`config.mk`:
```
export PLATFORM = sky130hd
export DESIGN_NAME = rmp_ctrl
export DESIGN_NICKNAME = d
export VERILOG_FILES = /design/src/hdl/rmp_pkg.sv /design/src/hdl/rmp_ctrl.sv
export SDC_FILE = /design/constraint.sdc
export NUM_CORES = 1
export LEC_CHECK = 0
export BUFFER_PORTS_ARGS = -buffer_cell sky130_fd_sc_hd__clkbuf_2
export CORE_AREA = 8 8 45 47
export DETAILED_ROUTE_END_ITERATION = 10
export DIE_AREA = 0 0 53 55
export HOLD_SLACK_MARGIN = 0.1
export PLACE_DENSITY = 0.71
export SYNTH_ARGS = -nofsm -noshare
export SYNTH_HDL_FRONTEND = slang
export SYNTH_SLANG_ARGS = --single-unit
```
`constraint.sdc`:
```
create_clock -name clk -period 2.1 [get_ports clk]
set_clock_uncertainty 0.05 [all_clocks]
set_input_delay 0.42 -clock clk [delete_from_list [all_inputs] [get_ports clk]]
set_output_delay 0.42 -clock clk [all_outputs]
set_load 0.01 [all_outputs]
```
`src/hdl/rmp_pkg.sv`:
```
// Shared types and constants of the ROI max pooling block.
package rmp_pkg;

    localparam int CORNER_W = 13;
    localparam int SIZE_W = 13;
    localparam int DIV_W = 16;

    localparam logic [2:0] REG_SCALE = 3'd0;
    localparam logic [2:0] REG_PROWS = 3'd1;
    localparam logic [2:0] REG_PCOLS = 3'd2;
    localparam logic [2:0] REG_CHANS = 3'd3;
    localparam logic [2:0] REG_HEIGHT = 3'd4;
    localparam logic [2:0] REG_WIDTH = 3'd5;
    localparam logic [2:0] REG_BATCH = 3'd6;

    localparam logic [1:0] DSEL_SPAN_H = 2'd0;
    localparam logic [1:0] DSEL_SPAN_W = 2'd1;
    localparam logic [1:0] DSEL_OFF_H = 2'd2;
    localparam logic [1:0] DSEL_OFF_W = 2'd3;

    typedef struct packed {
        logic       load;
        logic       mul;
        logic       size;
        logic       div_start;
        logic [1:0] div_sel;
        logic       div_save;
        logic       clip;
        logic       scan;
        logic       emit;
        logic       next_bin;
    } rmp_cmd_t;

    typedef struct packed {
        logic pool_req;
        logic mul_last;
        logic div_done;
        logic scan_done;
        logic out_free;
        logic new_row;
        logic last_bin;
    } rmp_stat_t;

endpackage

```
`src/hdl/rmp_ctrl.sv`:
```
// Controller state machine that sequences each pool request.
module rmp_ctrl (
    input  logic               clk,
    input  logic               rst_n,
    input  logic               in_valid,
    output logic               in_stall,
    input  rmp_pkg::rmp_stat_t stat,
    output rmp_pkg::rmp_cmd_t  cmd
);
    import rmp_pkg::*;

    localparam logic [3:0] S_IDLE  = 4'd0;
    localparam logic [3:0] S_MUL   = 4'd1;
    localparam logic [3:0] S_SIZE  = 4'd2;
    localparam logic [3:0] S_START = 4'd3;
    localparam logic [3:0] S_WAIT  = 4'd4;
    localparam logic [3:0] S_CLIP  = 4'd5;
    localparam logic [3:0] S_SCAN  = 4'd6;
    localparam logic [3:0] S_EMIT  = 4'd7;

    logic [3:0] state_reg, state_next;
    logic [1:0] sel_reg, sel_next;

    always_comb
    begin
        state_next = state_reg;
        sel_next = sel_reg;
        cmd = '0;
        cmd.div_sel = sel_reg;
        unique case (state_reg)
            S_IDLE:
            begin
                if (in_valid && stat.pool_req)
                begin
                    cmd.load = 1'b1;
                    state_next = S_MUL;
                end
            end
            S_MUL:
            begin
                cmd.mul = 1'b1;
                if (stat.mul_last)
                begin
                    state_next = S_SIZE;
                end
            end
            S_SIZE:
            begin
                cmd.size = 1'b1;
                sel_next = DSEL_SPAN_H;
                state_next = S_START;
            end
            S_START:
            begin
                cmd.div_start = 1'b1;
                state_next = S_WAIT;
            end
            S_WAIT:
            begin
                if (stat.div_done)
                begin
                    cmd.div_save = 1'b1;
                    if (sel_reg == DSEL_OFF_W)
                    begin
                        state_next = S_CLIP;
                    end
                    else
                    begin
                        sel_next = sel_reg + 1'b1;
                        state_next = S_START;
                    end
                end
            end
            S_CLIP:
            begin
                cmd.clip = 1'b1;
                state_next = S_SCAN;
            end
            S_SCAN:
            begin
                cmd.scan = 1'b1;
                if (stat.scan_done)
                begin
                    state_next = S_EMIT;
                end
            end
            S_EMIT:
            begin
                if (stat.out_free)
                begin
                    cmd.emit = 1'b1;
                    if (stat.last_bin)
                    begin
                        state_next = S_IDLE;
                    end
                    else
                    begin
                        cmd.next_bin = 1'b1;
                        sel_next = stat.new_row ? DSEL_OFF_H : DSEL_OFF_W;
                        state_next = S_START;
                    end
                end
            end
            default:
            begin
                state_next = S_IDLE;
            end
        endcase
    end

    always_ff @(posedge clk or negedge rst_n)
    begin
        if (!rst_n)
        begin
            state_reg <= S_IDLE;
            sel_reg <= DSEL_SPAN_H;
        end
        else
        begin
            state_reg <= state_next;
            sel_reg <= sel_next;
        end
    end

    assign in_stall = (state_reg != S_IDLE);

endmodule

```
==> results.cfg <==
[worst_setup_path]
critPathMaxStageDelay_ns = 0.58
critPathLaunchType = flop
cp.arrival_ns = 1.51
cp_top_family = flip-flops
required_ns = 1.63
slowest_stage = dfrtp_1
crit_path_end_kind = primary output
crit_fanout = 14
worst-path-buf-inv = 1
crit_type = reg2out
crit_chain = nand2_1 -> nor3_1 -> clkbuf_2

[clocking]
path_clk_slew_ns = 0.05
cts_root_buf = clkbuf_4
numCtsBuffers = 3
cts_buffer_depth = 2
cts_tree = built
cts_sinks = 5
htree_levels = 1
clk_latency_ns = 0.24

[floorplanning]
io_pins = 22
fp.dieW_um = 53
dieArea_um2 = 2915
floorplan.initialDensity_pct = 33.73
core_um2 = 1384
die_h_um = 55
core.rowCount = 14

[finish]
fill_cells = 146
mostFrequentLayoutCell = clkbuf_2
utilization_pct = 43.40
stdcell_area_um2 = 600.6
final_cell_mix = 21 x clkbuf_2, 7 x nor2_1, 6 x nand2_1
fin_cells = 93
fin_nets = 89
area_delta_synth_final_pct = 28.69
antennaDiodeCount = 0
largest_reg_flops = 3
drive_above_1_share_pct = 38.96

[global_route]
grt_pass1_vias = 469
antenna_found_initial = 0
gr-total-overflow = 0
use_met3_pct = 2.139
grtUsageMet2_pct = 14.65
grt_use_met1_pct = 10.91
groute.usage.overall_pct = 9.270
grt_pass1_wl_um = 2028
grt_start_max_net_pins = 20
grt.busiest_layer = met2

[timing]
fin_crit_sh_pct = 94.06
worst_slack_ns = 0.1246
rsz0062_at_grt = false
hold_viol_final = 0
setup-tns-final_ns = 0
max_freq_ghz = 0.5062
setup_viol = 0
hold_ws_ns = 0.4381
slew_headroom_pct = 65.17
worstMarginPinSlew_ns = 0.5224
period_minus_slack_ns = 1.975
slew_viol_final = 0

[drt]
wl_per_cell_um = 13.17
drc = 0
wirelength_um = 1225
vias_per_cell = 5.161
drtIter0Drc = 12
drt_pre_antenna_iters = 4
vias = 480
ant_nets = 0

[placed_design]
dp_hpwl_um = 920.1
portBuffers = 21
gp_congestion = 0.8536
dp.cells = 88
post-place-ws_ns = 0.2678
place_area_um2 = 563.0

[synth]
yosys_warnings = 0
syn_area_per_cell_um2 = 8.334
ys_ff_latch = 5
ys_types = 31
async_flop_share_pct = 100.0
syn_area_um2 = 466.7
ys.flop_type = dfrtp_1
synth_edf_count = 0
syn_inst = 56
synth_fp_nets = 67
seq_area_frac_synth_pct = 26.81

[power_and_ir_drop]
p_leak_nw = 0.2922
power_mw = 0.8246
ir_worst_vdd_v = 0.0005308
power.density_nw_per_um2 = 1373

[outcome]
status = completed

[run]
max_cap_viol_count = 0

[worst_hold_path]
hp-class = in2reg
## final timing paths
kind	start	endpoint	slack [ns]	cells after the start
max in group asynchronous	rst_n	state_reg[0]$_DFFE_PN0P_	1.36	2
min in group asynchronous	rst_n	state_reg[1]$_DFFE_PN0P_	0.48	2
worst min register to register	sel_reg[1]$_DFFE_PN0P_	sel_reg[1]$_DFFE_PN0P_	0.50	1
worst max-delay path	state_reg[1]$_DFFE_PN0P_	cmd[0]	0.12	3
worst min-delay path	stat[4]	state_reg[1]$_DFFE_PN0P_	0.44	3
worst max register to register	state_reg[2]$_DFFE_PN0P_	sel_reg[1]$_DFFE_PN0P_	0.35	4
## report_power, final
group	leakage, nW	internal, mW	switching [mW]	total [mW]
Combinational	0.219	0.234	0.206	0.441
Clock	0.0150	0.0720	0.0416	0.114
Sequential	0.0582	0.141	0.129	0.270
Total	0.292	0.448	0.377	0.825
## synth_stat cells, types with 2 or more instances
cell type,number,area (µm²)
dfrtp_1,5,125.1
o22ai_1,2,12.51
and3b_1,2,17.52
nor3_1,3,15.01
a21oi_1,2,10.01
nand2_1,6,22.52
or3_1,2,12.51
o21ai_0,2,10.01
nor2_1,7,26.28
clkbuf_1,2,7.510
nand3b_1,2,15.01
buf_2,2,10.01
## per-layer routing
metal	vias up	share of wire, %
met4	0	0
met3	0	5.2
met5	-	0
met2	24	50
li1	245	-
met1	211	45
## what timing repair did
item / in CTS / in global routing
setup endpoints to repair: 0 / 2
hold buffers: 1 / 0
buffers inserted: 0 / 0
gates resized for setup: 0 / 1
hold endpoints to repair: 5 / 0
## worst reg2reg max path, cell delays in order, from the launching register on
cell	delay, ns
dfrtp_1	0.66
nor4b_2	0.28
nor2_1	0.08
a22o_4	0.27
mux2_4	0.29
## layout make-up
type	count	area (µm²)	area share, %
inverter	1	3.754	0.6250
sequential	5	126.4	21.04
tap	16	20.02	3.333
multi-input combinational	45	309.0	51.46
clock buffer	4	26.28	4.375
timing repair buffer	22	115.1	19.17
## cells by family after synthesis
kind of cell	after synthesis	synth area share, %
AOI/OAI and AO/OA	11	17.43
adders and majority gates	1	2.681
buffers and inverters	6	6.970
DFF	5	26.81
muxes	3	7.774
and+or+nand+nor	30	38.34
Note: power is estimated with default switching activity, not from simulation.
